`config.mk`:
```
export PLATFORM = sky130hd
export DESIGN_NAME = session_table_with_aging
export DESIGN_NICKNAME = d
export VERILOG_FILES = /design/src/hw/rtl/sta_pkg.sv /design/src/hw/rtl/session_table_with_aging.sv /design/src/hw/rtl/sta_ram.sv /design/src/hw/rtl/sta_ctrl.sv
export SDC_FILE = /design/constraint.sdc
export NUM_CORES = 1
export LEC_CHECK = 0
export ABC_CLOCK_PERIOD_IN_PS = 8800
export BUFFER_PORTS_ARGS = -buffer_cell sky130_fd_sc_hd__clkbuf_2
export CORE_MARGIN = 4
export CORE_UTILIZATION = 45
export DETAILED_ROUTE_END_ITERATION = 10
export HOLD_SLACK_MARGIN = 0.12
export PLACE_DENSITY = 0.67
export SYNTH_ARGS = -nofsm -noshare
export SYNTH_HDL_FRONTEND = slang
export SYNTH_SLANG_ARGS = --single-unit
```
`constraint.sdc`:
```
create_clock -name aclk -period 8.8 [get_ports aclk]
set_input_delay 1.32 -clock aclk [delete_from_list [all_inputs] [get_ports aclk]]
set_output_delay 1.32 -clock aclk [all_outputs]
set_load 0.05 [all_outputs]
```
`src/hw/rtl/sta_pkg.sv`:
```
`timescale 1ns / 1ps
// ----------------------------------------------------------------------------
// sta_pkg
// Types, sizes and helpers shared by the session table with aging.
// ----------------------------------------------------------------------------
package sta_pkg;

    localparam int TABLE_ENTRIES = 16;
    localparam int IDX_W = (TABLE_ENTRIES > 1) ? $clog2(TABLE_ENTRIES) : 1;
    localparam int CNT_W = $clog2(TABLE_ENTRIES + 1);

    localparam int KEY_W   = 16;
    localparam int USER_W  = 32;
    localparam int TIME_W  = 32;
    localparam int FIELD_W = 5;

    typedef enum logic [1:0] {
        CMD_ADD    = 2'd0,
        CMD_TOUCH  = 2'd1,
        CMD_DELETE = 2'd2,
        CMD_SWEEP  = 2'd3
    } cmd_t;

    typedef struct packed {
        cmd_t              command;
        logic [KEY_W-1:0]  key;
        logic [USER_W-1:0] user_id;
        logic [TIME_W-1:0] now;
    } sta_in_t;

    typedef struct packed {
        logic               status;
        logic               hit;
        logic [FIELD_W-1:0] occupied;
        logic [FIELD_W-1:0] removed;
    } sta_out_t;

    typedef struct packed {
        logic [KEY_W-1:0]  key;
        logic [USER_W-1:0] user;
        logic [TIME_W-1:0] stamp;
    } entry_t;

    localparam int ENTRY_W = $bits(entry_t);

    typedef struct packed {
        logic             we;
        logic [IDX_W-1:0] waddr;
        entry_t           wdata;
        logic [IDX_W-1:0] raddr;
    } ram_req_t;

    typedef enum logic [1:0] {
        ST_IDLE,
        ST_SCAN,
        ST_UPDATE
    } state_t;

    function automatic logic [FIELD_W-1:0] fit_field(input logic [CNT_W-1:0] v);
        logic [CNT_W+FIELD_W-1:0] ext;
        ext = {{FIELD_W{1'b0}}, v};
        return ext[FIELD_W-1:0];
    endfunction

endpackage

```
`src/hw/rtl/session_table_with_aging.sv`:
```
`timescale 1ns / 1ps
// ----------------------------------------------------------------------------
// session_table_with_aging
// Session table with idle timeout: add, touch, delete and expiry sweep.
//
//   channel   ports                           transfer
//   input     s_valid / s_ready / s_data      one command
//   result    m_valid / m_ready / m_data      one result per command
//   config    cfg_valid / cfg_ready / cfg_data recycle time, always ready
//
// Each command scans the table with one read per entry on the entry RAM's
// read port before its result is presented.
// One command is in work at a time; s_ready is high only while idle.
// Reset clears all valid bits and the count at once; no clearing pass.
// A stalled result waits in the output register; the next command may be
// taken meanwhile and stalls before its write-back until that slot is free.
// ----------------------------------------------------------------------------
module session_table_with_aging (
    input  logic               aclk,
    input  logic               aresetn,
    input  logic               s_valid,
    output logic               s_ready,
    input  sta_pkg::sta_in_t   s_data,
    output logic               m_valid,
    input  logic               m_ready,
    output sta_pkg::sta_out_t  m_data,
    input  logic               cfg_valid,
    output logic               cfg_ready,
    input  logic [31:0]        cfg_data
);
    import sta_pkg::*;

    logic [31:0] recycle_reg;
    logic        m_valid_reg, m_valid_next;
    sta_out_t    m_data_reg;

    logic        res_valid;
    logic        res_ready;
    sta_out_t    res;
    ram_req_t    ram_req;
    entry_t      ram_rdata;

    assign cfg_ready    = 1'b1;
    assign m_valid      = m_valid_reg;
    assign m_data       = m_data_reg;
    assign res_ready    = !m_valid_reg || m_ready;
    assign m_valid_next = res_valid || (m_valid_reg && !m_ready);

    always_ff @(posedge aclk) begin
        if (!aresetn) begin
            recycle_reg <= 32'd60;
            m_valid_reg <= 1'b0;
        end else begin
            if (cfg_valid) begin
                recycle_reg <= cfg_data;
            end
            m_valid_reg <= m_valid_next;
        end
    end

    always_ff @(posedge aclk) begin
        if (res_valid && res_ready) begin
            m_data_reg <= res;
        end
    end

    sta_ctrl u_ctrl (
        .aclk         (aclk),
        .aresetn      (aresetn),
        .in_valid     (s_valid),
        .in_ready     (s_ready),
        .in_item      (s_data),
        .recycle_time (recycle_reg),
        .res_valid    (res_valid),
        .res_ready    (res_ready),
        .res          (res),
        .ram_req      (ram_req),
        .ram_rdata    (ram_rdata)
    );

    sta_ram #(
        .WIDTH (ENTRY_W),
        .DEPTH (TABLE_ENTRIES)
    ) u_entry_ram (
        .aclk  (aclk),
        .we    (ram_req.we),
        .waddr (ram_req.waddr),
        .wdata (ram_req.wdata),
        .raddr (ram_req.raddr),
        .rdata (ram_rdata)
    );

endmodule

```
`src/hw/rtl/sta_ram.sv`:
```
`timescale 1ns / 1ps
// ----------------------------------------------------------------------------
// sta_ram
// Simple dual-port RAM, one write port, one read port, registered read.
// ----------------------------------------------------------------------------
module sta_ram #(
    parameter int WIDTH = 8,
    parameter int DEPTH = 16
) (
    input  logic                                           aclk,
    input  logic                                           we,
    input  logic [((DEPTH > 1) ? $clog2(DEPTH) : 1)-1:0]   waddr,
    input  logic [WIDTH-1:0]                               wdata,
    input  logic [((DEPTH > 1) ? $clog2(DEPTH) : 1)-1:0]   raddr,
    output logic [WIDTH-1:0]                               rdata
);

    logic [WIDTH-1:0] mem [DEPTH];

    always_ff @(posedge aclk) begin
        if (we) begin
            mem[waddr] <= wdata;
        end
        rdata <= mem[raddr];
    end

endmodule

```
`src/hw/rtl/sta_ctrl.sv`:
```
`timescale 1ns / 1ps
// ----------------------------------------------------------------------------
// sta_ctrl
// Command sequencer: scans the entry RAM, tracks valid bits and the entry
// count, and writes back the refreshed or inserted entry.
// ----------------------------------------------------------------------------
module sta_ctrl (
    input  logic                      aclk,
    input  logic                      aresetn,
    input  logic                      in_valid,
    output logic                      in_ready,
    input  sta_pkg::sta_in_t          in_item,
    input  logic [31:0]               recycle_time,
    output logic                      res_valid,
    input  logic                      res_ready,
    output sta_pkg::sta_out_t         res,
    output sta_pkg::ram_req_t         ram_req,
    input  sta_pkg::entry_t           ram_rdata
);
    import sta_pkg::*;

    state_t                 state_reg, state_next;
    sta_in_t                item_reg, item_next;
    logic [CNT_W-1:0]       addr_reg, addr_next;
    logic                   pend_reg, pend_next;
    logic [IDX_W-1:0]       pend_idx_reg, pend_idx_next;
    logic                   match_reg, match_next;
    logic [IDX_W-1:0]       match_idx_reg, match_idx_next;
    logic [USER_W-1:0]      match_user_reg, match_user_next;
    logic                   free_reg, free_next;
    logic [IDX_W-1:0]       free_idx_reg, free_idx_next;
    logic [TABLE_ENTRIES-1:0] valid_reg, valid_next;
    logic [CNT_W-1:0]       count_reg, count_next;
    logic [CNT_W-1:0]       removed_reg, removed_next;

    logic                   issue;
    logic                   cur_valid;
    logic [TIME_W-1:0]      age;
    logic [CNT_W-1:0]       res_count;
    logic [CNT_W-1:0]       res_removed;

    assign in_ready  = (state_reg == ST_IDLE);
    assign res_valid = (state_reg == ST_UPDATE);
    assign issue     = (addr_reg < CNT_W'(TABLE_ENTRIES));
    assign cur_valid = valid_reg[pend_idx_reg];
    assign age       = item_reg.now - ram_rdata.stamp;

    always_comb begin
        state_next      = state_reg;
        item_next       = item_reg;
        addr_next       = addr_reg;
        pend_next       = pend_reg;
        pend_idx_next   = pend_idx_reg;
        match_next      = match_reg;
        match_idx_next  = match_idx_reg;
        match_user_next = match_user_reg;
        free_next       = free_reg;
        free_idx_next   = free_idx_reg;
        valid_next      = valid_reg;
        count_next      = count_reg;
        removed_next    = removed_reg;

        ram_req.we      = 1'b0;
        ram_req.waddr   = match_idx_reg;
        ram_req.wdata   = '{key: item_reg.key, user: item_reg.user_id, stamp: item_reg.now};
        ram_req.raddr   = addr_reg[IDX_W-1:0];

        res_count       = count_reg;
        res_removed     = '0;
        res.status      = 1'b0;
        res.hit         = 1'b0;

        case (state_reg)
            ST_IDLE: begin
                if (in_valid) begin
                    item_next    = in_item;
                    addr_next    = '0;
                    pend_next    = 1'b0;
                    match_next   = 1'b0;
                    free_next    = 1'b0;
                    removed_next = '0;
                    state_next   = ST_SCAN;
                end
            end
            ST_SCAN: begin
                pend_next     = issue;
                pend_idx_next = addr_reg[IDX_W-1:0];
                if (issue) begin
                    addr_next = addr_reg + CNT_W'(1);
                end
                if (pend_reg) begin
                    if (item_reg.command == CMD_SWEEP) begin
                        if (cur_valid && (age > recycle_time)) begin
                            valid_next[pend_idx_reg] = 1'b0;
                            removed_next = removed_reg + CNT_W'(1);
                        end
                    end else begin
                        if (cur_valid && (ram_rdata.key == item_reg.key) && !match_reg) begin
                            match_next      = 1'b1;
                            match_idx_next  = pend_idx_reg;
                            match_user_next = ram_rdata.user;
                        end
                        if (!cur_valid && !free_reg) begin
                            free_next     = 1'b1;
                            free_idx_next = pend_idx_reg;
                        end
                    end
                end
                if (!issue && !pend_reg) begin
                    state_next = ST_UPDATE;
                end
            end
            ST_UPDATE: begin
                case (item_reg.command)
                    CMD_ADD: begin
                        res.hit = match_reg;
                        if (match_reg) begin
                            ram_req.we = res_ready;
                        end else if (free_reg) begin
                            ram_req.we    = res_ready;
                            ram_req.waddr = free_idx_reg;
                            res_count     = count_reg + CNT_W'(1);
                            if (res_ready) begin
                                valid_next[free_idx_reg] = 1'b1;
                            end
                        end else begin
                            res.status = 1'b1;
                        end
                    end
                    CMD_TOUCH: begin
                        res.hit            = match_reg;
                        ram_req.we         = match_reg && res_ready;
                        ram_req.wdata.user = match_user_reg;
                    end
                    CMD_DELETE: begin
                        res.hit = match_reg;
                        if (match_reg) begin
                            res_count   = count_reg - CNT_W'(1);
                            res_removed = CNT_W'(1);
                            if (res_ready) begin
                                valid_next[match_idx_reg] = 1'b0;
                            end
                        end
                    end
                    CMD_SWEEP: begin
                        res_count   = count_reg - removed_reg;
                        res_removed = removed_reg;
                    end
                    default: begin
                    end
                endcase
                if (res_ready) begin
                    count_next = res_count;
                    state_next = ST_IDLE;
                end
            end
            default: begin
                state_next = ST_IDLE;
            end
        endcase

        res.occupied = fit_field(res_count);
        res.removed  = fit_field(res_removed);
    end

    always_ff @(posedge aclk) begin
        if (!aresetn) begin
            state_reg   <= ST_IDLE;
            addr_reg    <= '0;
            pend_reg    <= 1'b0;
            match_reg   <= 1'b0;
            free_reg    <= 1'b0;
            valid_reg   <= '0;
            count_reg   <= '0;
            removed_reg <= '0;
        end else begin
            state_reg   <= state_next;
            addr_reg    <= addr_next;
            pend_reg    <= pend_next;
            match_reg   <= match_next;
            free_reg    <= free_next;
            valid_reg   <= valid_next;
            count_reg   <= count_next;
            removed_reg <= removed_next;
        end
    end

    always_ff @(posedge aclk) begin
        item_reg       <= item_next;
        pend_idx_reg   <= pend_idx_next;
        match_idx_reg  <= match_idx_next;
        match_user_reg <= match_user_next;
        free_idx_reg   <= free_idx_next;
    end

endmodule

```
==> results of run 1 <==
worst max-delay path by stage:
stage / endpoint / slack (ns) / cells after the start
2_1_floorplan: u_ctrl.removed_reg[3] / 4.13 / 21
3_3_place_gp: u_ctrl.valid_reg[15] / 2.29 / 21
3_5_place_dp: u_ctrl.valid_reg[5] / 2.12 / 21
4_1_cts: u_ctrl.valid_reg[7] / 2.10 / 21
5_1_grt: u_ctrl.valid_reg[7] / 1.71 / 21
6_report: u_ctrl.valid_reg[7] / 2.14 / 21
routing by layer:
layer | track usage [%] | wire, um | up-vias
li1 | - | - | 8573
met1 | 27.6 | 36600 | 10200
met2 | 30.7 | 41200 | 773
met3 | 3.17 | 6250 | 136
met4 | 5.64 | 2060 | 0
met5 | 0 | 0 | -
metrics by stage:
| stage | hold WS [ns] | instances | total power (W) | setup slack, ns | util, % |
|---|---|---|---|---|---|
| 2_1_floorplan | 0.406 | 2064 | 0.00547 | 4.13 | - |
| 3_3_place_gp | 0.486 | 3241 | 0.00562 | 2.29 | 47.5 |
| 3_5_place_dp | 0.489 | 3241 | 0.00564 | 2.12 | 47.5 |
| 4_1_cts | 0.498 | 3425 | 0.00970 | 2.10 | 51.3 |
| 5_1_grt | 0.511 | 3425 | 0.00994 | 1.71 | 51.3 |
| 6_report | 0.493 | 3425 | 0.00960 | 2.14 | 51.3 |
kinds of logic (layout without fill, tap and decap cells):
logic type,count (synthesis),count (layout)
DFF,959,959
and+or+nand+nor,293,293
muxes,280,280
AOI/OAI and AO/OA,225,225
buffers and inverters,185,402
adders and majority gates,73,73
xor gates and xnor gates,48,48
other,1,1
cells in the final DEF (no fill, tap or decap), types with 52 or more instances in the layout:
| cell | count |
|---|---|
| nand2_1 | 68 |
| dfxtp_1 | 113 |
| clkbuf_16 | 99 |
| inv_1 | 89 |
| mux4_2 | 245 |
| clkbuf_2 | 100 |
| edfxtp_1 | 842 |
| ha_1 | 71 |
| a21oi_1 | 74 |
| nor2_1 | 52 |
worst max-delay path: stages (launching register included):
cell and delay, ns:
edfxtp_1 0.62, inv_1 0.14, ha_1 0.20, inv_1 0.06, fa_1 0.42, a211oi_1 0.22, o21bai_1 0.12, a21o_1 0.22
a31oi_1 0.53, a311o_1 0.47, a21o_1 0.20, nand2_1 0.06, a31oi_1 0.18, ha_1 0.28, nand2_1 0.07, nor2_1 0.04
a211oi_1 0.75, nand4_1 0.36, o31a_1 0.49, o21ai_4 0.67, nor3_1 0.17, o221a_1 0.28
power breakdown:
group	switching [W]	internal [W]	leakage, nW
Sequential	0.0000789	0.00498	8.60
Combinational	0.000259	0.000223	4.05
Clock	0.00173	0.00234	1.54
cell type report:
type | instances | area share [%]
clock buffers | 140 | 6.40
clock inverters | 44 | 0.901
inverters | 92 | 0.795
multi-input cells | 920 | 23.6
flip-flops and latches | 959 | 63.4
well taps | 1144 | 3.28
repair buffers | 126 | 1.65
==> metrics, run 1 <==
Max transition margin=22.6%; CTS Buf Count=97; sequential share of the synthesized area=71.7%; Post-synth top flop=edfxtp_1; ranking of synthesized cells by area=edfxtp_1, mux4_2, dfxtp_1, ha_1, a21oi_1; Synth Area in Simple Gates=3.78%; first-pass GRT wire length=129000 um; Design Area, Final=43600 um^2; die area=90300 um^2; syn nets=2256; max FFs per register=768; R2R setup slack=2.14 ns; via count=19600; syn avg cell area=18.7 um^2; NumNets Final=2388; Hold Crit Class=reg2reg; Post-synth EDFFs=842; FF+latch area=27600 um^2; clock sink total=959; post-synthesis register bit count=959; critical path arrival=7.20 ns; starting density of the core=45.3%; worst slew pin tran=1.16 ns; drc violations=0; antenna violations before repair=2; GRT Total Usage=19.2%; vias in the first global route=20200; skew final=0.0222 ns; diodes inserted=0; Placer Congestion=0.878; Final period util=75.7%; Synth top area share=65.6%; Post-DRT Antenna Nets=0; Setup TNS=0 ns; Synth top cells by count=edfxtp_1, mux4_2, dfxtp_1; maximum vdd ir drop=0.000157 V; filler cell count=6702; Boundary Pins=134; Yosys top cell by area=edfxtp_1; Via density=5.73; crit path launch type=flop; post-synthesis cell count=2064; fmax=0.150 GHz; Bufs on Longest Clock Path=3; Rows=107; clock latency on the worst-skew pair=0.65 ns; Leak=14.2 nW; Post-CTS Setup Bufs=0; Multi-input gate area=10300 um^2; die span in x=301 um; Max Cap Viol=0; I/O Buffers=100; fin crit period=6.66 ns; WL per Instance=25.1 um; worst setup path start=u_ctrl.ram_req[4]; instance area at placement=40400 um^2; hold worst-path end=recycle_reg[5]; Reg-to-Reg Start=u_ctrl.ram_req[4]; # setup viols final=0; Final Hold Violating Endpoints=0; worst r2r dst=u_ctrl.valid_reg[7]; critical setup path kind=reg2reg; HPWL after DPL=46100 um; Pre-antenna DRT Iters=9; R2R cell count=21; Initial DRC Count=2073; power density cells=220 nW/um^2; largest net degree at the start of global routing=149; Crit path required time=9.34 ns; largest family of logic cells by synthesized area=multiplexers; Worst Hold Launch=recycle_reg[5]; area delta synth->final=13.2%; Biggest register=u_entry_ram.mem; Core Area=85000 um^2; Syn. warnings=0; Crit Path Max Fanout=32; clk slew on worst S/H paths=0.07 ns; CTS tree=yes; Die H=301 um; Pins Over Slew Limit=0; status=finished clean; compound-cell area share of the yosys netlist=3.87%; Synth Area in XOR/XNOR=1.09%; cts hold-fix bufs=0; share of cells above drive strength 1=23.9%; Crit. End Element=flop; mux cell area share after synthesis=15.2%; H-tree depth=3; Distinct cells, synth=64; post-synthesis adder-cell area fraction=2.41%; final wirelength=86100 um; count leader, synth=edfxtp_1; Mapped Area=38500 um^2; Synth async-reset ratio=0%; RSZ-0062 raised after global routing=false; hold depth=2; Root Driver=clkbuf_16; grt total ovfl=0; # resized after CTS=0
No activity file was read; power rests on OpenSTA's default activity.
==> inputs of run 2 (changes only) <==
--- a/config.mk
+++ b/config.mk
@@ -5,13 +5,13 @@
 export SDC_FILE = /design/constraint.sdc
 export NUM_CORES = 1
 export LEC_CHECK = 0
-export ABC_CLOCK_PERIOD_IN_PS = 8800
+export ABC_CLOCK_PERIOD_IN_PS = 5950
 export BUFFER_PORTS_ARGS = -buffer_cell sky130_fd_sc_hd__clkbuf_2
 export CORE_MARGIN = 4
 export CORE_UTILIZATION = 45
 export DETAILED_ROUTE_END_ITERATION = 10
 export HOLD_SLACK_MARGIN = 0.12
-export PLACE_DENSITY = 0.67
+export PLACE_DENSITY = 0.69
 export SYNTH_ARGS = -nofsm -noshare
 export SYNTH_HDL_FRONTEND = slang
 export SYNTH_SLANG_ARGS = --single-unit
==> constraint.sdc (replaced) <==
create_clock -name aclk -period 5.95 [get_ports aclk]
set_input_delay 0.8925 -clock aclk [delete_from_list [all_inputs] [get_ports aclk]]
set_output_delay 0.8925 -clock aclk [all_outputs]
set_load 0.05 [all_outputs]
==> run 2 against run 1 <==
Compared with the run above: sequential share of layout area decreased by 0.42 points; core utilization increased by 0.34 points; global-route usage decreased by 0.056 points; cell count increased by 0.26%; die area unchanged; total power increased by 50%; final area increased by 0.66%; non-clock buffer count increased by 13; register-to-register slack got worse by 1.6 ns; wire length decreased by 0.31%; critical path depth decreased by 1; maximum frequency increased by 23%; largest cell class unchanged; highest routed layer is now met5.
==> metrics, run 2 (synthesis gave the netlist of run 1 again) <==
final wirelength=85800 um; fmax=0.185 GHz; Via density=5.75; cts hold-fix bufs=0; Leak=14.3 nW; commonest non-fill, non-tap cell in the layout=edfxtp_1; Die H=301 um; starting density of the core=45.3%; fin crit period=5.40 ns; worst slew pin tran=1.09 ns; maximum vdd ir drop=0.000225 V; via count=19700; Bufs on Longest Clock Path=3; clock sink total=959; antenna violations before repair=3; die area=90300 um^2; die span in x=301 um; Slowest Stage Delay on Critical Path=0.62 ns; placed cell count=3251; Multi-input gate area=10300 um^2; Post-DRT Antenna Nets=0; clk slew on worst S/H paths=0.06 ns; # resized after CTS=0; power density cells=327 nW/um^2; max FFs per register=768; vias in the first global route=20400; grt total ovfl=0; critical setup path kind=reg2reg; Critical-path top delay cell=edfxtp_1; crit path cell chain=ha_1 -> o21a_1 -> o31a_1 -> o311ai_1 -> a21oi_1 -> o21ai_1 -> inv_1 -> a21oi_1 -> xnor2_1 -> ha_1 -> a21oi_1 -> nor2_1 -> a211oi_1 -> buf_4 -> nand4_1 -> o31a_1 -> o21ai_4 -> buf_12 -> nor4_1 -> o221a_1; HPWL after DPL=47100 um; # setup viols final=0; skew final=0.0295 ns; Core Area=85000 um^2; Pins Over Slew Limit=0; critical path arrival=5.93 ns; area delta synth->final=14.0%; diodes inserted=0; Crit Path Max Fanout=32; Placer Congestion=0.853; GRT Total Usage=19.2%; CTS Buf Count=96; share of cells above drive strength 1=23.9%; Post-CTS Setup Bufs=0; Pre-antenna DRT Iters=5; crit path launch type=flop; CTS tree=yes; Final Non-Filler Cells=3434; RSZ-0062 raised after global routing=false; Rows=107; Root Driver=clkbuf_16; Final period util=90.8%; NumNets Final=2400; Initial DRC Count=2191; Hold Crit Class=in2reg; status=finished clean; Max transition margin=27.2%; WL per Instance=25.0 um; clock latency on the worst-skew pair=0.66 ns; Crit path required time=6.48 ns; I/O Buffers=100; cell repeated most along the worst path=a21oi_1; filler cell count=6627; Boundary Pins=134; most frequent cells in the layout=edfxtp_1, mux4_2, dfxtp_1; Final Hold Violating Endpoints=0; FF+latch area=27600 um^2; Crit. End Element=flop; Max Cap Viol=0; Setup TNS=0 ns; first-pass GRT wire length=130000 um; Biggest register=u_entry_ram.mem; H-tree depth=3; largest net degree at the start of global routing=80; drc violations=0
[run 2: power by group]
| part | internal, W | switching [W] |
|---|---|---|
| logic | 0.000340 | 0.000380 |
| registers | 0.00737 | 0.000113 |
| clock network | 0.00361 | 0.00257 |
| total | 0.0113 | 0.00306 |
[run 2: stage by stage]
step / hold WS (ns) / area [um^2] / total power, W / utilization [%] / setup slack, ns
3_5_place_dp: 0.491 / 40600 / 0.00834 / 47.8 / 0.447
2_1_floorplan: 0.406 / 38500 / 0.00810 / - / 1.28
6_report: 0.398 / 43900 / 0.0144 / 51.6 / 0.550
5_1_grt: 0.376 / 43900 / 0.0149 / 51.6 / 0.0752
4_1_cts: 0.355 / 43900 / 0.0145 / 51.6 / 0.423
3_3_place_gp: 0.484 / 40600 / 0.00831 / 47.8 / 0.548
[run 2: path summary, 6_finish.rpt]
kind,start,end,slack (ns),cells past startpoint
max reg2reg,u_ctrl.ram_req[6],u_ctrl.valid_reg[4],0.55,20
max,u_ctrl.ram_req[6],u_ctrl.valid_reg[4],0.55,20
min,s_data[78],u_ctrl.ram_req[82],0.40,1
min reg2reg,recycle_reg[4],recycle_reg[4],0.50,2
[run 2: area by class of cell]
cell class	count	area share, %
Tap cell	1144	3.26
Clock inverter	61	1.73
Timing Repair Buffer	139	2.09
Multi-Input combinational cell	920	23.4
Sequential cell	959	63.0
Clock buffer	119	5.74
Inverter	92	0.787
[run 2: metal layers]
layer / track usage [%] / wire (um) / vias up / share of wire, %
met1: 27.4 / 36400 / 10300 / 42
met5: 0 / 34 / - / 0.040
met4: 5.64 / 2050 / 6 / 2.4
met2: 30.6 / 41500 / 740 / 48
li1: - / - / 8580 / -
met3: 3.37 / 5880 / 150 / 6.9
[run 2: critical path, delay by kind of cell (launching register included)]
family,cells,cell delay (ns)
AO/OA/AOI/OAI,11,2.95
buffers and inverters,3,0.48
flip-flops,1,0.62
adder cells (fa/ha/maj),2,0.74
XOR/XNOR,1,0.15
AND/OR/NAND/NOR,3,0.33
==> inputs of run 3 (changes only) <==
--- a/config.mk
+++ b/config.mk
@@ -9,9 +9,11 @@
 export BUFFER_PORTS_ARGS = -buffer_cell sky130_fd_sc_hd__clkbuf_2
 export CORE_MARGIN = 4
 export CORE_UTILIZATION = 45
+export CTS_CLUSTER_DIAMETER = 120
 export DETAILED_ROUTE_END_ITERATION = 10
 export HOLD_SLACK_MARGIN = 0.12
 export PLACE_DENSITY = 0.69
 export SYNTH_ARGS = -nofsm -noshare
 export SYNTH_HDL_FRONTEND = slang
+export SYNTH_HIERARCHICAL = 1
 export SYNTH_SLANG_ARGS = --single-unit
==> run 3 against run 2 <==
Compared with the run above: clock skew up 0.020 ns; first-iteration DRC count fell by 3.7%; sequential power about the same; count of clock-buffer cells in the layout down 4; total power grew 0.64%; setup slack better by 0.14 ns; cell count increased by 1.9%; clock power is 0.6% higher; global-route usage increased by 0.11 points.
==> metrics, run 3 <==
Post-CTS Setup Bufs=0; Leak=14.3 nW; CTS tree=yes; switch share=21.4%; Crit path buffers/inverters=1; Placer Congestion=0.840; Final period util=88.5%; largest net degree at the start of global routing=78; RSZ-0062 raised after global routing=false; I/O Buffers=100; Setup TNS=0 ns; PnR worst setup slack=0.687 ns; hold depth=1; filler cell count=6733; # resized after CTS=0; R2R cell count=17; Root Driver=clkbuf_16; Crit. End Element=flop; Slowest Stage Delay on Critical Path=0.72 ns; GRT Total Usage=19.3%; die area=91300 um^2; via count=20300; Place WS=0.709 ns; crit path launch type=flop; Post-DRT Antenna Nets=0; Max Cap Viol=0; Clock power frac=43.0%; clk slew on worst S/H paths=0.06 ns; HPWL after DPL=48100 um; Worst Hold Launch=s_data[74]; worst r2r dst=u_ctrl/valid_reg[4]; final wirelength=87500 um; Hold Crit Class=in2reg; drc violations=0; fin crit period=5.26 ns; first-pass GRT wire length=131000 um; NumNets Final=2465; Boundary Pins=134; cts hold-fix bufs=0; sequential share of power=51.9%; Via density=5.79; area delta synth->final=12.1%; max FFs per register=768; # setup viols final=0; Reg-to-Reg Start=u_ctrl/ram_req[6]; Final Hold Violating Endpoints=0; most frequent cells in the layout=edfxtp_1, mux4_2, dfxtp_1; NetSw=0.00309 W; power density cells=331 nW/um^2; starting density of the core=45.5%; Pins Over Slew Limit=0; WL per Instance=25.0 um; Pre-antenna DRT Iters=5; Syn. warnings=6; combinational share of power=5.1%; commonest non-fill, non-tap cell in the layout=edfxtp_1; hold worst-path end=u_ctrl/ram_req[78]; clock sink total=959; diodes inserted=0; delay-heaviest family, CP=compound AO/OA/AOI/OAI gates; Crit Path Max Fanout=17; crit path cell chain=ha_1 -> o21a_1 -> o31a_1 -> o21ai_1 -> o41ai_2 -> buf_4 -> a41oi_1 -> o311ai_1 -> a21oi_1 -> xnor2_1 -> ha_1 -> nand4_1 -> nor4_1 -> nand3b_1 -> a31oi_4 -> nand2b_2 -> o221a_2; Max transition margin=16.7%; critical setup path kind=reg2reg; syn nets=2391; Biggest register=u_entry_ram/mem; CTS Buf Count=95; antenna violations before repair=0; worst slew pin tran=1.24 ns; clock latency on the worst-skew pair=0.67 ns; status=finished clean; Rows=107; Final Power=0.0145 W; cell repeated most along the worst path=ha_1; R2R setup slack=0.69 ns; share of cells above drive strength 1=22.6%; skew final=0.0500 ns; Bufs on Longest Clock Path=3; Crit path required time=6.49 ns; die span in x=302 um; Core Area=85500 um^2; H-tree depth=3; fmax=0.190 GHz; critical path arrival=5.81 ns; post-synthesis cell count=2199; grt total ovfl=0; syn avg cell area=17.7 um^2; Mapped Area=38900 um^2; hold_ws=0.397 ns; Pint=0.0114 W; Critical-path top delay cell=edfxtp_1; Initial DRC Count=2109; maximum vdd ir drop=0.000251 V; vias in the first global route=20600; Die H=302 um
==> run 3: per-layer routing <==
layer  part of all wire [%]  vias to the layer above  global-route usage [%]  wire, um
li1                       -                     8797                       -         -
met1                     43                    10500                    27.8     37500
met2                     47                      873                    30.6     41400
met3                    7.6                      138                    3.67      6660
met4                    2.2                        0                    4.84      1900
met5                      0                        -                       0         0
==> run 3: worst register-to-register path, stage by stage, from the launching register on <==
cell and delay, ns:
edfxtp_1 0.72, ha_1 0.38, o21a_1 0.20, o31a_1 0.12, o21ai_1 0.36, o41ai_2 0.14
buf_4 0.17, a41oi_1 0.52, o311ai_1 0.21, a21oi_1 0.20, xnor2_1 0.10, ha_1 0.30
nand4_1 0.18, nor4_1 0.43, nand3b_1 0.18, a31oi_4 0.33, nand2b_2 0.29, o221a_2 0.32
==> run 3: worst max-delay path by stage <==
stage | from | depth (start not counted) | end | slack [ns]
finish | u_ctrl/ram_req[6] | 17 | u_ctrl/valid_reg[4] | 0.69
global route | u_ctrl/ram_req[5] | 17 | u_ctrl/valid_reg[4] | 0.30
CTS | u_ctrl/ram_req[6] | 17 | u_ctrl/valid_reg[4] | 0.67
detailed placement | u_ctrl/ram_req[5] | 17 | u_ctrl/valid_reg[4] | 0.71
global placement | u_ctrl/ram_req[5] | 17 | u_ctrl/valid_reg[2] | 0.76
floorplan | m_ready | 6 | u_entry_ram/mem[0][0] | 0.05
==> run 3: layout make-up <==
cell class	count	area (um^2)	area share, %
Inverter	86	323	0.740
Timing Repair Buffer	142	828	1.90
Clock inverter	64	811	1.86
Tap cell	1144	1430	3.28
Multi-Input combinational cell	989	10100	23.1
Clock buffer	115	2530	5.80
Sequential cell	959	27600	63.3
==> run 3: power by group through the flow <==
| stage | Sequential (W) | Clock (W) | Combinational (W) |
|---|---|---|---|
| after floorplan | 0.00754 | 0 | 0.000651 |
| after global placement | 0.00764 | 0 | 0.000723 |
| after detailed placement | 0.00765 | 0 | 0.000734 |
| after CTS | 0.00751 | 0.00635 | 0.000739 |
| after global routing | 0.00752 | 0.00666 | 0.000815 |
| final | 0.00751 | 0.00622 | 0.000736 |
==> run 3: per-stage QoR <==
step                      instances  utilization, %  cell area [um^2]
after floorplan                2199               -             38900
after detailed placement       3320            47.1             40300
after global routing           3499            51.0             43600
final                          3499            51.0             43600
after CTS                      3499            51.0             43600
after global placement         3320            47.1             40300
